$ cat config.mk
export PLATFORM = sky130hd
export DESIGN_NAME = fpa_front
export DESIGN_NICKNAME = d
export VERILOG_FILES = /design/src/design/fpa_pkg.sv /design/src/design/fpa_front.sv
export SDC_FILE = /design/constraint.sdc
export NUM_CORES = 2
export LEC_CHECK = 0
export BUFFER_PORTS_ARGS = -buffer_cell sky130_fd_sc_hd__buf_2
export CAP_MARGIN = 15
export CORE_ASPECT_RATIO = 1.4
export CORE_MARGIN = 2
export CORE_UTILIZATION = 50
export CTS_BUF_LIST = sky130_fd_sc_hd__clkbuf_8
export CTS_CLUSTER_DIAMETER = 100
export DETAILED_ROUTE_END_ITERATION = 12
export PLACE_DENSITY = 0.67
export SYNTH_ARGS = -nofsm -noshare
export SYNTH_HDL_FRONTEND = slang
export SYNTH_SLANG_ARGS = --single-unit
$ cat constraint.sdc
create_clock -name clock -period 26.8 [get_ports clock]
set_input_delay 0 -clock clock [delete_from_list [all_inputs] [get_ports clock]]
set_output_delay 0 -clock clock [all_outputs]
set_load 0.1 [all_outputs]
$ cat src/design/fpa_pkg.sv
// Package: opcodes, request/response words and shared helpers for the fixed-point ALU.
`default_nettype none
package fpa_pkg;

   typedef enum logic [3:0] {
      OP_ADD      = 4'd0,
      OP_SUB      = 4'd1,
      OP_MUL      = 4'd2,
      OP_DIV      = 4'd3,
      OP_GT       = 4'd4,
      OP_LT       = 4'd5,
      OP_GE       = 4'd6,
      OP_LE       = 4'd7,
      OP_EQ       = 4'd8,
      OP_NE       = 4'd9,
      OP_MIN      = 4'd10,
      OP_MAX      = 4'd11,
      OP_INC      = 4'd12,
      OP_DEC      = 4'd13,
      OP_TO_INT   = 4'd14,
      OP_FROM_INT = 4'd15
   } kind_type;

   typedef struct packed {
      kind_type           kind;
      logic signed [31:0] operand_a;
      logic signed [31:0] operand_b;
   } req_type;

   typedef struct packed {
      logic signed [31:0] result_value;
      logic               compare_true;
      logic               overflowed;
      logic               divided_by_zero;
   } rsp_type;

   // per-word control travelling alongside the divider chain
   typedef struct packed {
      logic        valid;
      kind_type    kind;
      logic [31:0] result;
      logic        cmp;
      logic        ovf;
      logic        dz;
      logic        neg;
   } meta_type;

   typedef struct packed {
      logic [31:0] value;
      logic        ovf;
   } sat_type;

   // sign a magnitude and clamp it to an ew-bit signed range
   function automatic sat_type sat_mag(input logic [63:0] mag, input logic neg, input int ew);
      logic [63:0] limit;
      sat_type     r;
      limit = 64'd1 << (ew - 1);
      r.ovf = 1'b0;
      if (neg) begin
         if (mag > limit) begin
            r.ovf   = 1'b1;
            r.value = 32'(64'd0 - limit);
         end else begin
            r.value = 32'(64'd0 - mag);
         end
      end else begin
         if (mag > limit - 64'd1) begin
            r.ovf   = 1'b1;
            r.value = 32'(limit - 64'd1);
         end else begin
            r.value = 32'(mag);
         end
      end
      return r;
   endfunction

endpackage
`default_nettype wire

$ cat src/design/fpa_front.sv
// Front end: operand decode, simple ops, multiplier and divider setup (two stages).
`default_nettype none
module fpa_front #(
   parameter int EW = 32,
   parameter int FB = 8
) (
   input  wire              clock,
   input  wire              reset,
   input  wire              take,
   input  fpa_pkg::req_type req_word,
   output fpa_pkg::meta_type meta_out,
   output logic [EW+FB+1:0] num_out,
   output logic [EW:0]      den_out
);
   import fpa_pkg::*;

   localparam int NW = EW + FB + 2;
   localparam logic signed [33:0] WMAX_X = 34'((64'd1 << (EW - 1)) - 64'd1);
   localparam logic signed [33:0] WMIN_X = -WMAX_X - 34'sd1;
   localparam logic [63:0] HALF = 64'd1 << (FB - 1);

   logic signed [EW-1:0] a_w, b_w;
   logic signed [33:0]   a_x, b_x, sum_x;
   logic [EW-1:0]        ma_w, mb_w;
   logic                 a_neg, b_neg;
   meta_type             meta1_in, meta1_ff, meta2_in, meta2_ff;
   logic [2*EW-1:0]      prod_in, prod_ff;
   logic [NW-1:0]        num1_in, num1_ff, num2_ff;
   logic [EW:0]          den1_in, den1_ff, den2_ff;
   sat_type              sat_v;

   always_comb begin
      a_w   = req_word.operand_a[EW-1:0];
      b_w   = req_word.operand_b[EW-1:0];
      a_x   = 34'(a_w);
      b_x   = 34'(b_w);
      a_neg = a_x < 0;
      b_neg = b_x < 0;
      ma_w  = EW'(a_neg ? -a_x : a_x);
      mb_w  = EW'(b_neg ? -b_x : b_x);
      prod_in = (2*EW)'(ma_w) * (2*EW)'(mb_w);
      num1_in = (NW'(ma_w) << (FB + 1)) + NW'(mb_w);
      den1_in = {mb_w, 1'b0};
      sum_x   = '0;
      sat_v   = '0;
      meta1_in       = '0;
      meta1_in.valid = take;
      meta1_in.kind  = req_word.kind;
      meta1_in.neg   = a_neg ^ b_neg;
      meta1_in.dz    = (mb_w == '0);
      case (req_word.kind)
         OP_ADD, OP_SUB, OP_INC, OP_DEC: begin
            case (req_word.kind)
               OP_ADD:  sum_x = a_x + b_x;
               OP_SUB:  sum_x = a_x - b_x;
               OP_INC:  sum_x = a_x + 34'sd1;
               default: sum_x = a_x - 34'sd1;
            endcase
            if (sum_x > WMAX_X) begin
               meta1_in.result = 32'(WMAX_X);
               meta1_in.ovf    = 1'b1;
            end else if (sum_x < WMIN_X) begin
               meta1_in.result = 32'(WMIN_X);
               meta1_in.ovf    = 1'b1;
            end else begin
               meta1_in.result = 32'(sum_x);
            end
         end
         OP_GT:  meta1_in.cmp = a_x > b_x;
         OP_LT:  meta1_in.cmp = a_x < b_x;
         OP_GE:  meta1_in.cmp = a_x >= b_x;
         OP_LE:  meta1_in.cmp = a_x <= b_x;
         OP_EQ:  meta1_in.cmp = a_x == b_x;
         OP_NE:  meta1_in.cmp = a_x != b_x;
         OP_MIN: meta1_in.result = 32'(a_x <= b_x ? a_x : b_x);
         OP_MAX: meta1_in.result = 32'(a_x >= b_x ? a_x : b_x);
         OP_TO_INT: begin
            sat_v = sat_mag(64'(ma_w >> FB), a_neg, EW);
            meta1_in.result = sat_v.value;
         end
         OP_FROM_INT: begin
            sat_v = sat_mag(64'(ma_w) << FB, a_neg, EW);
            meta1_in.result = sat_v.value;
            meta1_in.ovf    = sat_v.ovf;
         end
         default: ;
      endcase
   end

   // stage 2: round and clamp the product
   logic [63:0] prod_rnd;
   sat_type     sat_m;
   always_comb begin
      prod_rnd = (64'(prod_ff) + HALF) >> FB;
      sat_m    = sat_mag(prod_rnd, meta1_ff.neg, EW);
      meta2_in = meta1_ff;
      if (meta1_ff.kind == OP_MUL) begin
         meta2_in.result = sat_m.value;
         meta2_in.ovf    = sat_m.ovf;
      end
   end

   always_ff @(posedge clock) begin
      if (reset) begin
         meta1_ff <= '0;
         meta2_ff <= '0;
      end else begin
         meta1_ff <= meta1_in;
         meta2_ff <= meta2_in;
      end
      prod_ff <= prod_in;
      num1_ff <= num1_in;
      den1_ff <= den1_in;
      num2_ff <= num1_ff;
      den2_ff <= den1_ff;
   end

   assign meta_out = meta2_ff;
   assign num_out  = num2_ff;
   assign den_out  = den2_ff;
endmodule
`default_nettype wire

==> flow_summary.ini <==
[finish]
fillers = 9376
layout-drive-gt1-share_pct = 8.43
area_growth_pct = 8.49
fin_nets = 7318

[global_route]
grt_usage_pct = 39.6
antenna_found_initial = 27
grt_max_degree = 51
grt_pass1_wl_um = 294000
gr-total-overflow = 0
grt_pass1_vias = 46165

[routing]
wirelength_um = 201000
via_per_inst = 6.09
ant_nets = 0
post-route-drc-count = 0
drt_iter0_drc = 4499
routed-via-count = 44782
dr.pass1.iters = 6
drt-wirelength-per-cell_um = 27.3

[critical_path]
crit_fanout = 26
worstRegToRegCells = 11
crit_arrival_ps = 12870
worstSetupPathType = primary input to register
crit_top_cell = fa_1
cpLargestDelayFamily = adder cells
cpMaxStageDelayCell = a2111oi_0
cp.required_ps = 27360
crit_cells = 35
end_kind = register
worst_path_largest_cell_delay_ps = 770
r2r_slack_ps = 21500
worstSetupStartpointType = primary input
worst-path-buf-inv = 9

[sta]
post-route-period-util_pct = 45.9
min_period_ps = 12300
rsz0062_at_grt = false
finalHoldViolCount = 0
maxSlewViolCount = 0
tightest_slew_ps = 1330
fmax_ghz = 0.0813
setup_violations = 0
skew_ps = 40.7
finalSetupTns_ps = 0
maxSlewHeadroom_pct = 10.1

[cts]
cts_setup_buffers = 0
clk_pin_slew_ps = 70
htree_num_levels = 2
cts_max_path_buffers = 3
insertion_delay_ps = 720
cts-buffers-inserted = 46
post_cts_resized = 0
clkSinkCount = 269
cts_tree = done
cts_hold_buf = 36
root_buffer = clkbuf_8

[die]
die_area_um2 = 102000
rows = 136
start_util_pct = 50.5
die_x_um = 270
core_um2 = 98400
die_y_um = 377
ioPinCount = 187

[synthesis]
synth.avg_cell_area_um2 = 8.41
yosysSeqAreaShare_pct = 10.8
yosys_register_bits = 269
synth_edf_count = 0
synthFlopType = dfxtp_1
synth_cell_types = 98
async_flop_share_pct = 0
synthCells = 5909
yosysTopAreaCell = fa_1
synth.cell_area_um2 = 49700
synthDominantCellAreaShare_pct = 36.2
synth_warnings = 0
yosys-top-cells-area = fa_1 36%, dfxtp_1 11%, ha_1 8.9%

[placed_design]
dpl.hpwl_um = 152000
io_buffers = 185
gp_congestion = 1.09

[run]
cap_violations = 0

[status]
status = finished clean

[min_path]
min_path_type = primary input to register
holdPathStages = 3
metal layers:
metal | part of all wire (%) | up-vias | GRT usage [%] | wire length, um
met4 | 11 | 18 | 35.5 | 22300
met1 | 33 | 22162 | 44.2 | 66400
li1 | - | 18880 | - | -
met5 | 0.053 | - | 0 | 106
met3 | 11 | 983 | 10.5 | 21300
met2 | 45 | 2739 | 62.4 | 90600
flip-flops by register name, summed over array words and instances, names as in the netlist:
signal and flops:
prod_ff 57, num1_ff 42, num_out 42, meta1_ff 41, meta_out 41, den1_ff 23
den_out 23
per-stage QoR:
step / instance area (um^2) / std cells / utilization (%) / hold slack (ps) / setup slack (ps)
after floorplan: 49700 / 5910 / - / 27.7 / 16420
after global placement: 52400 / 7219 / 53.3 / 207 / 14780
after detailed placement: 52500 / 7220 / 53.3 / 217 / 14650
after CTS: 53900 / 7336 / 54.8 / 11.7 / 14770
after global routing: 53900 / 7340 / 54.8 / 0.912 / 14080
final: 53900 / 7351 / 54.8 / 72.4 / 14500
cell usage in the layout (no fill, tap or decap), drive strengths merged, types with 42 or more instances in the layout:
master / n
clkbuf: 51
dfxtp: 269
xnor2: 213
ha: 354
nor3: 84
nor2: 715
a21o: 60
buf: 312
nor4: 42
a31oi: 79
nand4: 69
inv: 1081
nand2: 633
a21oi: 195
xor2: 78
o21ai: 122
nand3: 89
fa: 898
tightest hold or removal path: cells and delay by family:
family,cells,cell delay [ps]
compound gates,2,480
buf+inv,1,200
final timing paths:
path                      from            to
hold / removal    req_word[22]  meta1_ff[26]
hold reg to reg    num1_ff[17]   num_out[17]
setup / recovery   req_word[0]   prod_ff[58]
setup reg to reg    prod_ff[8]  meta_out[19]
logic make-up after synthesis:
group	share of synthesized area [%]
and+or+nand+nor	16.6
buffers and inverters	10.8
adders and majority gates	45.1
AOI/OAI and AO/OA	10.7
xor gates and xnor gates	5.16
DFF	10.8
muxes	0.783
other	0.00754
final cells by class:
type | count | area, um^2 | share of cell area [%]
inverters | 1086 | 4080 | 7.56
repair buffers | 348 | 2250 | 4.18
clock inverters | 29 | 357 | 0.661
flip-flops and latches | 269 | 5390 | 9.98
multi-input cells | 4244 | 39500 | 73.2
well taps | 1311 | 1640 | 3.04
clock buffers | 51 | 702 | 1.30
diodes | 13 | 32.5 | 0.0603
cells in the mapped netlist (all sizes together), types with 7 or more instances:
| master | number |
|---|---|
| inv | 1068 |
| fa | 898 |
| nor2 | 715 |
| nand2 | 633 |
| ha | 354 |
| dfxtp | 269 |
| clkbuf | 255 |
| xnor2 | 213 |
| a21oi | 195 |
| o21ai | 122 |
| nand3 | 89 |
| nor3 | 84 |
| a31oi | 79 |
| xor2 | 78 |
| nand4 | 69 |
| a21o | 60 |
| buf | 54 |
| nor4 | 42 |
| a211oi | 37 |
| o31ai | 37 |
| and2 | 36 |
| and3 | 31 |
| mux2i | 31 |
| nor2b | 30 |
| nand2b | 27 |
| or3 | 26 |
| o21a | 25 |
| o211ai | 24 |
| or4 | 24 |
| o21bai | 22 |
| o22ai | 20 |
| clkinv | 18 |
| a221oi | 17 |
| a22oi | 17 |
| or2 | 17 |
| o41ai | 16 |
| and4 | 14 |
| a2111oi | 10 |
| o31a | 10 |
| a21boi | 9 |
| a22o | 9 |
| a311oi | 8 |
| a31o | 7 |
| mux2 | 7 |
| o311ai | 7 |
Power is left out: the tool's default activity adds up to more than one toggle a clock period on the data nets, which glitch-free logic cannot reach.
