==> src/design/fpa_pkg.sv <==
// Package: opcodes, request/response words and shared helpers for the fixed-point ALU.
`default_nettype none
package fpa_pkg;

   typedef enum logic [3:0] {
      OP_ADD      = 4'd0,
      OP_SUB      = 4'd1,
      OP_MUL      = 4'd2,
      OP_DIV      = 4'd3,
      OP_GT       = 4'd4,
      OP_LT       = 4'd5,
      OP_GE       = 4'd6,
      OP_LE       = 4'd7,
      OP_EQ       = 4'd8,
      OP_NE       = 4'd9,
      OP_MIN      = 4'd10,
      OP_MAX      = 4'd11,
      OP_INC      = 4'd12,
      OP_DEC      = 4'd13,
      OP_TO_INT   = 4'd14,
      OP_FROM_INT = 4'd15
   } kind_type;

   typedef struct packed {
      kind_type           kind;
      logic signed [31:0] operand_a;
      logic signed [31:0] operand_b;
   } req_type;

   typedef struct packed {
      logic signed [31:0] result_value;
      logic               compare_true;
      logic               overflowed;
      logic               divided_by_zero;
   } rsp_type;

   // per-word control travelling alongside the divider chain
   typedef struct packed {
      logic        valid;
      kind_type    kind;
      logic [31:0] result;
      logic        cmp;
      logic        ovf;
      logic        dz;
      logic        neg;
   } meta_type;

   typedef struct packed {
      logic [31:0] value;
      logic        ovf;
   } sat_type;

   // sign a magnitude and clamp it to an ew-bit signed range
   function automatic sat_type sat_mag(input logic [63:0] mag, input logic neg, input int ew);
      logic [63:0] limit;
      sat_type     r;
      limit = 64'd1 << (ew - 1);
      r.ovf = 1'b0;
      if (neg) begin
         if (mag > limit) begin
            r.ovf   = 1'b1;
            r.value = 32'(64'd0 - limit);
         end else begin
            r.value = 32'(64'd0 - mag);
         end
      end else begin
         if (mag > limit - 64'd1) begin
            r.ovf   = 1'b1;
            r.value = 32'(limit - 64'd1);
         end else begin
            r.value = 32'(mag);
         end
      end
      return r;
   endfunction

endpackage
`default_nettype wire

==> src/design/fpa_div_cell.sv <==
// Divider cell: one restoring quotient bit per cycle, passes the word to its neighbor.
`default_nettype none
module fpa_div_cell #(
   parameter int EW = 32,
   parameter int FB = 8
) (
   input  wire                clock,
   input  wire                reset,
   input  fpa_pkg::meta_type  meta_in,
   input  wire [EW+FB+1:0]    num_in,
   input  wire [EW:0]         den_in,
   input  wire [EW:0]         rem_in,
   input  wire [EW+FB+1:0]    quo_in,
   output fpa_pkg::meta_type  meta_out,
   output logic [EW+FB+1:0]   num_out,
   output logic [EW:0]        den_out,
   output logic [EW:0]        rem_out,
   output logic [EW+FB+1:0]   quo_out
);
   import fpa_pkg::*;

   localparam int NW = EW + FB + 2;

   meta_type      meta_ff;
   logic [NW-1:0] num_ff, quo_ff, quo_in_w;
   logic [EW:0]   den_ff, rem_ff, rem_in_w;
   logic [EW+1:0] trial;
   logic          fits;

   always_comb begin
      trial    = {rem_in, num_in[NW-1]};
      fits     = trial >= {1'b0, den_in};
      rem_in_w = fits ? (EW+1)'(trial - {1'b0, den_in}) : trial[EW:0];
      quo_in_w = {quo_in[NW-2:0], fits};
   end

   always_ff @(posedge clock) begin
      if (reset) begin
         meta_ff <= '0;
      end else begin
         meta_ff <= meta_in;
      end
      num_ff <= num_in << 1;
      den_ff <= den_in;
      rem_ff <= rem_in_w;
      quo_ff <= quo_in_w;
   end

   assign meta_out = meta_ff;
   assign num_out  = num_ff;
   assign den_out  = den_ff;
   assign rem_out  = rem_ff;
   assign quo_out  = quo_ff;
endmodule
`default_nettype wire

==> config.mk <==
export PLATFORM = sky130hd
export DESIGN_NAME = fpa_div_cell
export DESIGN_NICKNAME = d
export VERILOG_FILES = /design/src/design/fpa_pkg.sv /design/src/design/fpa_div_cell.sv
export SDC_FILE = /design/constraint.sdc
export NUM_CORES = 1
export LEC_CHECK = 0
export ABC_AREA = 0
export BUFFER_PORTS_ARGS = -buffer_cell sky130_fd_sc_hd__buf_2
export CAP_MARGIN = 0
export CORE_AREA = 3 3 147 149
export DETAILED_ROUTE_END_ITERATION = 7
export DIE_AREA = 0 0 150 152
export PLACE_DENSITY_LB_ADDON = 0.05
export SLEW_MARGIN = 40
export SYNTH_ARGS = -nofsm -noshare
export SYNTH_HDL_FRONTEND = slang
export SYNTH_SLANG_ARGS = --single-unit
==> constraint.sdc <==
create_clock -name clock -period 2.52 [get_ports clock]
set_input_delay 0.252 -clock clock [delete_from_list [all_inputs] [get_ports clock]]
set_output_delay 0.252 -clock clock [all_outputs]
set_load 0.05 [all_outputs]
==> flow_summary.toml, run 1 <==
[pwr]
powerDensity_mw_per_mm2 = 750
p_comb_share_pct = 28.3
clock_power_share_pct = 32.0
p_int_mw = 5.46
leakage_nw = 5.49
switching_share_pct = 34.3
p_seq_share_pct = 39.7
vdd_drop_max_mv = 0.426
switchingPower_mw = 2.86
fin_total_pwr_mw = 8.31

[drt]
drt_iter0_drc = 160
wl_um = 21200
wire_per_inst_um = 14.7
viasPerCell = 4.27
route.detailed.drc = 0
first_pass_iters = 4
postRouteAntennaNets = 0
num_vias = 6168

[layout]
fill_cells = 1945
stdcell_area_sq_mm = 0.0111
fin_util_pct = 54.6
drive_gt1_share_pct = 45.3
layout.nets = 1387
area_growth_pct = 67.6
seq_area_sq_mm = 0.00380
multi_input_area_sq_mm = 0.00256

[grt]
overflow = 0
grt_pass1_wl_um = 32500
gr-usage-met1_pct = 20.3
grt_busiest_layer = "met2"
grt_use_met2_pct = 32.2
antenna_found_initial = 2
grt_max_degree = 42
globalRouteTotalUtil_pct = 18.0
grt_pass1_vias = 6193
met3_usage_pct = 5.21

[min_path]
hp-class = "in2reg"
holdPathStages = 2

[critical_path]
startpoint = "den_in[23]"
path_class = "in2reg"
endpoint_kind = "flip-flop"
crit_fanout = 5
setup.worst_path.end = "rem_out[1]"
cp_data_required_time_ns = 2.84
cp-start-kind = "input port"
crit_arrival_ns = 2.79

[timing]
hold_viol = 0
tightest_slew_ns = 0.718
setup_viol_count_final = 0
relSlewSlack_pct = 52.2
max_freq_ghz = 0.404
fin_crit_sh_pct = 98.1
finalCriticalPeriod_ns = 2.47
rsz0062_at_grt = "yes"
slew_viol_final = 0

[logic_synthesis]
synth-edff-count = 0
synth_cell_type_count = 61
yosysTopAreaCell = "dfxtp_1"
synthTopCellsByCount = "dfxtp_1, inv_1, nor2b_1, nand2_1, ha_1"
syn_area_per_cell_sq_um = 11.0
async_reset_ff_share_pct = 0
netlist.area_leader.share_pct = 57.5
postSynthCellCount = 603
ys_ff_latch = 190
ys_warn_count = 0
netlist_top_cells_area = "dfxtp_1, ha_1, nor2b_1, o21ai_2, inv_1"
ys_seq_area_share_pct = 57.5
post-synth-top-count-cell = "dfxtp_1"
syn-num-nets = 830
synthFlopType = "dfxtp_1"
synth.cell_area_sq_mm = 0.00661

[die]
coreArea_sq_mm = 0.0203
fp.dieH_um = 152
die_area_sq_mm = 0.0228
placementRows = 52
die_w_um = 150
initial_core_util_pct = 32.6
io_pins = 384

[flow_run]
maxCapViolations = 0

[clock_tree]
htreeDepth = 4
cts_tree = "built"
cts_made_buffers = 17
cts.sinks = 190
cts_setup_buffers = 0
clockRootBuffer = "clkbuf_16"
cts_max_path_buffers = 2
path_clk_slew_ns = 0.07

[placed_design]
port-buffer-count = 381
dp.final_hpwl_um = 15900
post_dp_cell_area_sq_mm = 0.00920
gp_congestion = 0.783

[run_status]
outcome = "finished clean"
[placed cells by master, fill, tap and decap left out, types with 7 or more instances in the layout]
master,instances
nand2_2,11
buf_4,57
and3_1,7
clkbuf_16,19
inv_1,44
buf_2,381
dfxtp_1,190
nand2_1,41
a21o_1,12
a21oi_1,30
xnor2_1,15
dlygate4sd3_1,116
o21ai_1,12
o21ai_0,14
xor2_1,13
nor2b_1,44
o21ai_2,21
ha_1,32
nor2_1,14
[state kept, by name, summed over array words and instances, names as in the netlist]
signal	flops
den_out	33
num_out	41
quo_out	42
rem_out	33
meta_out	41
[logic make-up after synthesis]
group                      share of synthesized area [%]
DFF                                                 57.5
and+or+nand+nor                                     11.7
AOI/OAI and AO/OA                                   15.2
buffers and inverters                               5.09
adders and majority gates                           6.55
xor gates and xnor gates                            3.71
other                                             0.0567
muxes                                              0.227
[worst min path at each step]
| stage | startpoint | end |
|---|---|---|
| 6_report | meta_in[23] | meta_out[23] |
| 3_3_place_gp | quo_in[6] | quo_out[7] |
| 3_5_place_dp | num_in[16] | num_out[17] |
| 5_1_grt | meta_in[20] | meta_out[20] |
| 4_1_cts | meta_in[23] | meta_out[23] |
| 2_1_floorplan | den_in[0] | den_out[0] |
[power groups by stage]
stage               Sequential, mW  Combinational [mW]  Clock (mW)
global route                  3.32                2.51        2.87
detailed placement            3.37                2.18           0
floorplan                     4.25               0.618           0
global placement              3.37                2.17           0
CTS                           3.30                2.32        2.77
finish                        3.30                2.35        2.66
[through the flow]
step / hold WS (ns) / worst slack (ns) / cells / setup TNS, ns
6_report: 0.0221 / 0.0478 / 1443 / 0
3_3_place_gp: 0.354 / -0.202 / 1293 / -3.41
2_1_floorplan: 0.280 / 0.00466 / 603 / 0
5_1_grt: 0.00744 / -0.0178 / 1443 / -0.0178
3_5_place_dp: 0.356 / -0.259 / 1293 / -5.72
4_1_cts: 0.000212 / 0.00236 / 1439 / 0
[worst max-delay path: stages]
cell	delay, ns
dlygate4sd3_1	0.52
buf_2	0.11
inv_1	0.04
ha_1	0.34
a21o_1	0.19
a221o_1	0.36
a21oi_2	0.20
o31ai_4	0.11
a21oi_4	0.21
buf_12	0.17
mux2_4	0.29
[routing by layer]
| metal | routed length (um) | share of wire [%] |
|---|---|---|
| met1 | 8510 | 40 |
| met5 | 7 | 0.033 |
| met4 | 324 | 1.5 |
| met3 | 1520 | 7.2 |
| met2 | 10800 | 51 |
[layout make-up]
cell class              count  area share [%]
diodes                      1          0.0226
clock buffers              17            3.84
multi-input cells         346            23.1
clock inverters            14            1.38
well taps                 270            3.05
inverters                  45            1.52
repair buffers            560            32.8
flip-flops and latches    190            34.3
[timing repair]
item	CTS	global route
gates resized for setup	0	16
endpoints found under the hold margin	115	1
setup endpoints to repair	0	34
hold buffers	115	1
(Power assumes the default switching activity.)
==> run 2, diff against run 1 <==
--- a/config.mk
+++ b/config.mk
@@ -12,6 +12,7 @@
 export DETAILED_ROUTE_END_ITERATION = 7
 export DIE_AREA = 0 0 150 152
 export PLACE_DENSITY_LB_ADDON = 0.05
+export SETUP_SLACK_MARGIN = 0.4
 export SLEW_MARGIN = 40
 export SYNTH_ARGS = -nofsm -noshare
 export SYNTH_HDL_FRONTEND = slang
==> run 2 against run 1 <==
  * Clock power increased by 2%
  * Core utilization grew 0.89 points
  * Total power rose by 1.1%
  * First-iteration DRC count up 9.4%
==> flow_summary.toml, run 2 (same netlist as run 1, synthesis figures left out) <==
[grt]
grt_pass1_wl_um = 32100
overflow = 0
globalRouteTotalUtil_pct = 17.7
grt_pass1_vias = 6196
antenna_found_initial = 3
grt_max_degree = 42

[die]
die_w_um = 150
io_pins = 384
die_area_sq_mm = 0.0228
initial_core_util_pct = 32.6
placementRows = 52
fp.dieH_um = 152
coreArea_sq_mm = 0.0203

[placed_design]
post-place-ws_ns = -0.235
port-buffer-count = 381
post_dp_cell_area_sq_mm = 0.00924
dp.final_hpwl_um = 15900
gp_congestion = 0.801

[timing]
fin_crit_sh_pct = 86.7
rsz0062_at_grt = "yes"
relSlewSlack_pct = 53.6
worst_slack_ns = 0.335
tightest_slew_ns = 0.696
hold_viol = 0
slew_viol_final = 0
max_freq_ghz = 0.458
hold_ws_ns = 0.0311
fin_tns_setup_ns = 0
finalCriticalPeriod_ns = 2.18
setup_viol_count_final = 0

[layout]
layout.nets = 1397
mostFrequentLayoutCell = "buf_2"
final_cell_mix = "buf_2, dfxtp_1, dlygate4sd3_1"
largest_register_ffs = 42
drive_gt1_share_pct = 46.7
stdcell_area_sq_mm = 0.0113
area_growth_pct = 70.4

[pwr]
leakage_nw = 5.57
powerDensity_mw_per_mm2 = 746
fin_total_pwr_mw = 8.41
vdd_drop_max_mv = 0.384

[critical_path]
crit_fanout = 5
path_class = "in2reg"
endpoint_kind = "flip-flop"
cp_data_required_time_ns = 2.83
cp-start-kind = "input port"
startpoint = "num_in[41]"
crit_arrival_ns = 2.49

[clock_tree]
clockRootBuffer = "clkbuf_16"
cts_max_path_buffers = 2
cts_tree = "built"
cts.sinks = 190
htreeDepth = 4
cts_made_buffers = 17
path_clk_slew_ns = 0.07

[drt]
viasPerCell = 4.26
wl_um = 21000
wire_per_inst_um = 14.5
num_vias = 6189
postRouteAntennaNets = 0
route.detailed.drc = 0
first_pass_iters = 4
drt_iter0_drc = 175

[min_path]
hp-start = "meta_in[6]"
hp-class = "in2reg"

[flow_run]
maxCapViolations = 0

[run_status]
outcome = "finished clean"
==> run 2: layer usage <==
metal | vias to the layer above | GRT usage [%] | part of all wire [%]
met4 | 4 | 5.23 | 1.6
li1 | 3178 | - | -
met5 | - | 0 | 0.13
met3 | 27 | 5.75 | 7.6
met2 | 199 | 32.1 | 52
met1 | 2781 | 19.4 | 39
==> run 2: what timing repair did <==
action,4_1_cts,5_1_grt
buffers inserted,3,7
hold endpoints to repair,115,0
resized for setup,10,19
pin swaps,11,11
gates cloned,0,3
hold buffers,115,0
setup endpoints to repair,34,34
==> run 2: where the power goes <==
part	internal [mW]	switching, mW	total, mW
registers	3.25	0.0518	3.30
logic	0.851	1.55	2.40
clock network	1.43	1.28	2.71
==> run 2: worst max-delay path, stage by stage <==
cell and delay (ns):
buf_12 0.11, inv_12 0.04, ha_4 0.11, inv_2 0.03, fa_2 0.33, a21o_1 0.21
a221oi_4 0.32, o21ai_2 0.11, a21boi_2 0.21, o31ai_4 0.09, a21oi_4 0.22, buf_12 0.16
mux2_4 0.29
==> run 2: metrics by stage <==
step	instances	utilization [%]
global route	1454	55.5
detailed placement	1293	45.5
finish	1454	55.5
CTS	1443	54.5
global placement	1293	45.5
floorplan	603	-
==> run 2: cell type report <==
type,instances,area (sq um)
fill,1943,9030
sequential,190,3800
timing repair buffer,570,3740
multi-input combinational,346,2610
clock buffer,18,429
tap,270,338
inverter,45,181
clock inverter,14,170
antenna,1,2.50
==> run 2: final timing paths <==
| kind | end | slack, ns | depth (start not counted) |
|---|---|---|---|
| worst max-delay path | rem_out[1] | 0.34 | 13 |
| worst min-delay path | meta_out[6] | 0.03 | 2 |
