==> config.mk <==
export PLATFORM = sky130hd
export DESIGN_NAME = fpa_back
export DESIGN_NICKNAME = d
export VERILOG_FILES = /design/src/design/fpa_pkg.sv /design/src/design/fpa_back.sv
export SDC_FILE = /design/constraint.sdc
export NUM_CORES = 1
export LEC_CHECK = 0
export BUFFER_PORTS_ARGS = -buffer_cell sky130_fd_sc_hd__buf_2
export CAP_MARGIN = 30
export CELL_PAD_IN_SITES_DETAIL_PLACEMENT = 1
export CELL_PAD_IN_SITES_GLOBAL_PLACEMENT = 1
export CORE_ASPECT_RATIO = 0.6
export CORE_MARGIN = 2
export CORE_UTILIZATION = 31
export CTS_CLUSTER_DIAMETER = 40
export DETAILED_ROUTE_END_ITERATION = 8
export GPL_TIMING_DRIVEN = 0
export HOLD_SLACK_MARGIN = 0.1
export PLACE_DENSITY_LB_ADDON = 0.15
export SETUP_SLACK_MARGIN = 0.02
export SYNTH_ARGS = -nofsm -noshare
export SYNTH_HDL_FRONTEND = slang
export SYNTH_SLANG_ARGS = --single-unit
==> constraint.sdc <==
create_clock -name clock -period 2.4 [get_ports clock]
set_clock_uncertainty 0.15 [all_clocks]
set_input_delay 0.48 -clock clock [delete_from_list [all_inputs] [get_ports clock]]
set_output_delay 0.48 -clock clock [all_outputs]
set_load 0.02 [all_outputs]
==> src/design/fpa_pkg.sv <==
// Package: opcodes, request/response words and shared helpers for the fixed-point ALU.
`default_nettype none
package fpa_pkg;

   typedef enum logic [3:0] {
      OP_ADD      = 4'd0,
      OP_SUB      = 4'd1,
      OP_MUL      = 4'd2,
      OP_DIV      = 4'd3,
      OP_GT       = 4'd4,
      OP_LT       = 4'd5,
      OP_GE       = 4'd6,
      OP_LE       = 4'd7,
      OP_EQ       = 4'd8,
      OP_NE       = 4'd9,
      OP_MIN      = 4'd10,
      OP_MAX      = 4'd11,
      OP_INC      = 4'd12,
      OP_DEC      = 4'd13,
      OP_TO_INT   = 4'd14,
      OP_FROM_INT = 4'd15
   } kind_type;

   typedef struct packed {
      kind_type           kind;
      logic signed [31:0] operand_a;
      logic signed [31:0] operand_b;
   } req_type;

   typedef struct packed {
      logic signed [31:0] result_value;
      logic               compare_true;
      logic               overflowed;
      logic               divided_by_zero;
   } rsp_type;

   // per-word control travelling alongside the divider chain
   typedef struct packed {
      logic        valid;
      kind_type    kind;
      logic [31:0] result;
      logic        cmp;
      logic        ovf;
      logic        dz;
      logic        neg;
   } meta_type;

   typedef struct packed {
      logic [31:0] value;
      logic        ovf;
   } sat_type;

   // sign a magnitude and clamp it to an ew-bit signed range
   function automatic sat_type sat_mag(input logic [63:0] mag, input logic neg, input int ew);
      logic [63:0] limit;
      sat_type     r;
      limit = 64'd1 << (ew - 1);
      r.ovf = 1'b0;
      if (neg) begin
         if (mag > limit) begin
            r.ovf   = 1'b1;
            r.value = 32'(64'd0 - limit);
         end else begin
            r.value = 32'(64'd0 - mag);
         end
      end else begin
         if (mag > limit - 64'd1) begin
            r.ovf   = 1'b1;
            r.value = 32'(limit - 64'd1);
         end else begin
            r.value = 32'(mag);
         end
      end
      return r;
   endfunction

endpackage
`default_nettype wire

==> src/design/fpa_back.sv <==
// Back end: quotient sign and clamp, result register and strobe.
`default_nettype none
module fpa_back #(
   parameter int EW = 32,
   parameter int FB = 8
) (
   input  wire               clock,
   input  wire               reset,
   input  fpa_pkg::meta_type meta_in,
   input  wire [EW+FB+1:0]   quo_in,
   output logic              rsp_strobe,
   output fpa_pkg::rsp_type  rsp_word
);
   import fpa_pkg::*;

   rsp_type rsp_in, rsp_ff;
   logic    strobe_ff;
   sat_type sat_q;

   always_comb begin
      sat_q = sat_mag(64'(quo_in), meta_in.neg, EW);
      rsp_in.result_value    = meta_in.result;
      rsp_in.compare_true    = meta_in.cmp;
      rsp_in.overflowed      = meta_in.ovf;
      rsp_in.divided_by_zero = 1'b0;
      if (meta_in.kind == OP_DIV) begin
         if (meta_in.dz) begin
            rsp_in.result_value    = '0;
            rsp_in.overflowed      = 1'b0;
            rsp_in.divided_by_zero = 1'b1;
         end else begin
            rsp_in.result_value = sat_q.value;
            rsp_in.overflowed   = sat_q.ovf;
         end
      end
   end

   always_ff @(posedge clock) begin
      if (reset) begin
         strobe_ff <= 1'b0;
      end else begin
         strobe_ff <= meta_in.valid;
      end
      rsp_ff <= rsp_in;
   end

   assign rsp_strobe = strobe_ff;
   assign rsp_word   = rsp_ff;
endmodule
`default_nettype wire

==> results.toml, run 1 <==
[outcome]
status = "finished, final reports clean"

[final_layout]
multi_input_comb_area_um2 = 1450
syn2layout_area_growth_pct = 41.0
utilization = 0.446
seqCellArea_um2 = 721
drive_gt1_frac = 0.363
antennaDiodeCount = 0
finish.instance_area_um2 = 3220
fillers = 961
num-nets-final = 529

[clock_tree]
htree_num_levels = 2
clock-sinks = 36
cts-buffers-inserted = 5
clock_tree.buffer_depth = 2
cts.reportedPaths.clkPinSlew_ps = 50
holdBufCountCts = 0
clk_root_buffer_cell = "clkbuf_16"
tritoncts = "yes"

[die]
core_area_um2 = 7210
floorplan.rows = 24
boundaryPins = 121
die_boundary_width_um = 115
start_util = 0.316
die_height_um = 70.4
die_area_um2 = 8080

[pwr]
power-per-cell-area_nw_per_um2 = 503
totalPowerFinal_mw = 1.62
ir_drop_uv = 224
lkg_pwr_nw = 1.46

[setup_path]
timing.critical_path.to_type = "register"
timing.critical_path.buf_inv = 2
slowest_delay_ps = 610
path_delay_family = "simple AND/OR/NAND/NOR gates"
crit_start = "quo_in[12]"
critical_path_cell_by_cell = "clkbuf_1, or4_1, nor2_1, buf_2, nand4_1, a21oi_1, o31ai_2"
worst-path-max-fanout = 10
cp.arrival_ps = 2290
criticalPathCategory = "in2reg"
crit_path_start_kind = "input port"
worst_ep_required_time_ps = 2420
crit_slowest_cell = "or4_1"

[worst_hold_path]
min_from = "meta_in[3]"
min-delay-path-class = "in2reg"

[route]
drc_errors = 0
via_count = 2982
antenna_violating_nets_post_route = 0
post_drt_wl_per_cell_um = 17.7
post_route_wl_um = 9460
drt_first_pass_iters = 4
avgViaCountPerCell = 5.58
drt_iter0_drc = 171

[timing]
hold_ws_ps = 150
timing.fmax_ghz = 0.440
fin_ws_ps = 129
layout_min_cycle_time_ps = 2270
finalSetupViolations = 0
timing.slew.headroom = 0.550
worst_slew_pin_slew_ps = 675
finalHoldViolations = 0
share_of_the_clock_period_used_by_the_worst_path = 0.946
finalMaxSlewViolations = 0

[grt]
globalRoute.totalOverflow = 0
vias_in_the_first_global_route = 2948
grt_start_max_net_pins = 11
grt_pass1_wl_um = 14600
global_route.usage.total = 0.229
antenna_found_initial = 0

[yosys]
yosys_warnings = 0
number_of_flops_mapped_to_enable_cells_by_yosys = 0
prevailing_post_synth_register_cell = "dfxtp_1"
post_synth.cell_area_avg_um2 = 7.38
post_synthesis_register_bit_count = 36
syn-num-nets = 395
synthDistinctLibCells = 50
post_synth_inst_count = 309
syn_area_um2 = 2280
synth_sequential_area_ratio = 0.316
asyncSetResetFlopFracSynth = 0

[placement]
place_ws_ps = -311
gp_routability_congestion = 0.884
port_buffers = 117
placed_area_um2 = 2980
detailedPlacementHpwl_um = 7190

[job]
timing.max_cap.violations = 0
## stage by stage
step	cells	TNS [ps]
floorplan	309	0
global placement	517	-4060
detailed placement	517	-4590
CTS	524	0
global route	534	-5.46
finish	534	0
## final cells by class
cell class,instances,share of cell area
multi-input combinational,243,0.451
tap,91,0.0354
clock buffer,6,0.0401
sequential,36,0.224
timing repair buffer,127,0.205
buffer,24,0.0350
inverter,6,0.00700
clock inverter,1,0.00156
## power by group
| part | internal [mW] | switching (mW) | total [mW] |
|---|---|---|---|
| Clock | 0.377 | 0.251 | 0.629 |
| Sequential | 0.637 | 0.00841 | 0.645 |
| Combinational | 0.130 | 0.214 | 0.345 |
| Total | 1.14 | 0.474 | 1.62 |
## state kept, by name (all words and copies together) (netlist names)
register    count
rsp_strobe      1
rsp_word       35
## metal layers
metal / GRT usage / share of wire / vias to the layer above
li1: - / - / 1426
met1: 0.320 / 0.47 / 1449
met2: 0.365 / 0.46 / 99
met3: 0.0547 / 0.063 / 8
met4: 0.0321 / 0.0061 / 0
met5: 0 / 0 / -
## placed cells by master, fill, tap and decap left out, drive strengths merged, types with 3 or more instances in the layout
cell type / instances
clkbuf: 23
and4: 4
nand4: 11
nor2: 22
nand3: 10
or4: 4
nor3: 7
inv: 5
buf: 134
nand2: 61
o31ai: 17
o21ai: 21
dfxtp: 36
o221ai: 3
nor4: 13
a21oi: 28
o22ai: 4
a31oi: 8
and3: 5
## what timing repair did
| action | in CTS | in global routing |
|---|---|---|
| setup endpoints to repair | 1 | 22 |
| gates resized for setup | 1 | 6 |
| setup buffers | 0 | 10 |
| pin swaps | 0 | 3 |
| hold endpoints to repair | 0 | 0 |
## kinds of logic (layout without fill, tap and decap cells)
group | count (synthesis) | in the layout | synth area share
compound gates | 93 | 93 | 0.277
fa+ha+maj | 1 | 1 | 0.00548
buf+inv | 30 | 164 | 0.0587
flops | 36 | 36 | 0.316
mux | 1 | 1 | 0.00439
simple gates | 148 | 148 | 0.338
## worst paths after layout
kind	slack [ps]	to	cells past startpoint
max	130	rsp_word[22]	7
min	150	rsp_word[2]	1
## cell usage after synthesis, drive strengths merged, types with 2 or more instances
cell | n | area share
o21ai | 21 | 0.048
a31oi | 8 | 0.022
nand4 | 11 | 0.030
nor4 | 13 | 0.045
nand2 | 61 | 0.10
o31ai | 17 | 0.076
or3 | 2 | 0.0055
clkbuf | 17 | 0.028
buf | 7 | 0.021
dfxtp | 36 | 0.32
a311oi | 2 | 0.0077
o211ai | 2 | 0.0066
a21oi | 28 | 0.061
and3 | 5 | 0.014
nand3 | 10 | 0.022
nor2 | 22 | 0.036
nor4b | 2 | 0.014
o311ai | 2 | 0.0077
nor3b | 2 | 0.0088
o221ai | 3 | 0.014
inv | 5 | 0.0082
or4 | 4 | 0.013
o22ai | 4 | 0.011
and4 | 4 | 0.015
nor3 | 7 | 0.018
No activity file was read; power rests on OpenSTA's default activity.
==> inputs of run 2 (changes only) <==
BUFFER_PORTS_ARGS = default   (was -buffer_cell sky130_fd_sc_hd__buf_2)
CORE_UTILIZATION = 35   (was 31)
DONT_BUFFER_PORTS = 1   (was default)
==> run 2 against run 1 <==
Net effect:
- via count decreased by 16%
- non-clock buffer count decreased by 125
- sequential power increased by 8.5%
- largest cell class unchanged
- highest routed layer unchanged
==> results.toml, run 2 (synthesis results as in run 1) <==
[outcome]
status = "finished, final reports clean"

[placement]
placed_area_um2 = 2390
gp_routability_congestion = 0.911
detailedPlacementHpwl_um = 6500
port_buffers = 0

[die]
core_area_um2 = 6190
start_util = 0.368
die_boundary_width_um = 108
die_area_um2 = 7200
die_height_um = 66.5
floorplan.rows = 22
boundaryPins = 121

[final_layout]
largest_register_ff_count = 35
drive_gt1_frac = 0.0940
syn2layout_area_growth_pct = 9.71
most_common_library_cell_in_the_layout_ignoring_fill_and_taps = "nand2_1"
num-nets-final = 404
antennaDiodeCount = 0
finish.instance_area_um2 = 2500
layout.cells.most_common_list = "nand2_1 (60), dfxtp_1 (36), a21oi_1 (28), nor2_1 (22), clkbuf_1 (19)"

[setup_path]
criticalPathCategory = "in2reg"
crit_path_start_kind = "input port"
worst_ep_required_time_ps = 2420
crit_start = "quo_in[12]"
worst_setup_path_endpoint = "rsp_word[34]"
cp.arrival_ps = 2260
worst-path-max-fanout = 8
timing.critical_path.to_type = "register"

[clock_tree]
htree_num_levels = 2
post_cts_setup_buffer_count = 0
clock-sinks = 36
tritoncts = "yes"
cts.reportedPaths.clkPinSlew_ps = 70
clk_root_buffer_cell = "clkbuf_8"
cts-buffers-inserted = 5
clock_tree.buffer_depth = 2

[timing]
timing.slew.headroom = 0.595
finalMaxSlewViolations = 0
layout_min_cycle_time_ps = 2240
finalSetupViolations = 0
finalHoldViolations = 0
share_of_the_clock_period_used_by_the_worst_path = 0.934
grt_setup_unrepaired = "true"
timing.fmax_ghz = 0.446
worst_slew_pin_slew_ps = 606

[grt]
global_route.usage.total = 0.232
globalRoute.totalOverflow = 0
vias_in_the_first_global_route = 2490
grt_start_max_net_pins = 11
antenna_found_initial = 0
grt_pass1_wl_um = 12800

[pwr]
ir_drop_uv = 181
switching_power_mw = 0.384
power.internal_mw = 0.931
power-per-cell-area_nw_per_um2 = 526
share_of_power_burned_in_combinational_logic = 0.114
clockPowerShare = 0.353
totalPowerFinal_mw = 1.32
lkg_pwr_nw = 0.924
p_seq_frac = 0.532
power_switching_share = 0.292

[route]
post_drt_wl_per_cell_um = 20.8
drt_iter0_drc = 113
via_count = 2505
post_route_wl_um = 8380
antenna_violating_nets_post_route = 0
avgViaCountPerCell = 6.22
drc_errors = 0
drt_first_pass_iters = 4

[job]
timing.max_cap.violations = 0

[worst_hold_path]
min-delay-path-class = "in2reg"
==> run 2: cell count changes in the layout (fill, tap and decap cells not counted), moves of 2 or more <==
cell	before	now
clkbuf_8	0	6
dlygate4sd3_1	0	2
clkbuf_16	5	0
buf_2	122	5
clkbuf_1	17	19
buf_4	10	0
==> run 2: routing by layer <==
layer	vias up	part of all wire	global-route usage
met4	0	0.0050	0.0433
met2	103	0.45	0.378
li1	1175	-	-
met5	-	0	0
met1	1220	0.46	0.313
met3	7	0.082	0.0616
==> run 2: power groups by stage <==
| stage | clock network, mW | registers (mW) | logic [mW] |
|---|---|---|---|
| 2_1_floorplan | 0 | 0.710 | 0.115 |
| 3_3_place_gp | 0 | 0.715 | 0.142 |
| 3_5_place_dp | 0 | 0.715 | 0.147 |
| 4_1_cts | 0.471 | 0.701 | 0.150 |
| 5_1_grt | 0.504 | 0.704 | 0.169 |
| 6_report | 0.464 | 0.700 | 0.150 |
==> run 2: worst min path at each step <==
| stage | to | startpoint | cells past startpoint | slack [ps] |
|---|---|---|---|---|
| 2_1_floorplan | rsp_word[2] | meta_in[3] | 0 | 360 |
| 3_3_place_gp | rsp_word[2] | meta_in[3] | 0 | 360 |
| 3_5_place_dp | rsp_word[2] | meta_in[3] | 0 | 360 |
| 4_1_cts | rsp_word[34] | meta_in[1] | 1 | 140 |
| 5_1_grt | rsp_word[1] | meta_in[1] | 1 | 140 |
| 6_report | rsp_word[1] | meta_in[1] | 1 | 140 |
==> run 2: worst max-delay path, cell delays in order <==
cell and delay [ps]:
clkbuf_1 160, or4_1 620, nor2_1 270, nand3b_1 110, a2111oi_0 510, o41ai_1 100
==> run 2: cell type report <==
class / count / area, µm²
multi-input combinational: 243 / 1430
buffer: 24 / 111
timing repair buffer: 2 / 20.0
sequential: 36 / 721
tap: 84 / 105
clock buffer: 8 / 90.1
fill: 794 / 3690
inverter: 6 / 22.5
==> run 2: repair_timing <==
item	CTS	global route
hold endpoints to repair	2	0
resized for setup	0	1
endpoints found under the setup margin	0	8
hold buffers	2	0
==> run 2: stage by stage <==
step / hold WS (ps) / setup TNS (ps) / std cells / utilization / setup WS (ps)
3_5_place_dp: 358 / -1770 / 393 / 0.385 / -171
6_report: 142 / 0 / 403 / 0.404 / 159
5_1_grt: 136 / 0 / 403 / 0.404 / 5.39
2_1_floorplan: 358 / 0 / 309 / - / 142
4_1_cts: 140 / 0 / 403 / 0.403 / 138
3_3_place_gp: 358 / -1300 / 393 / 0.385 / -150
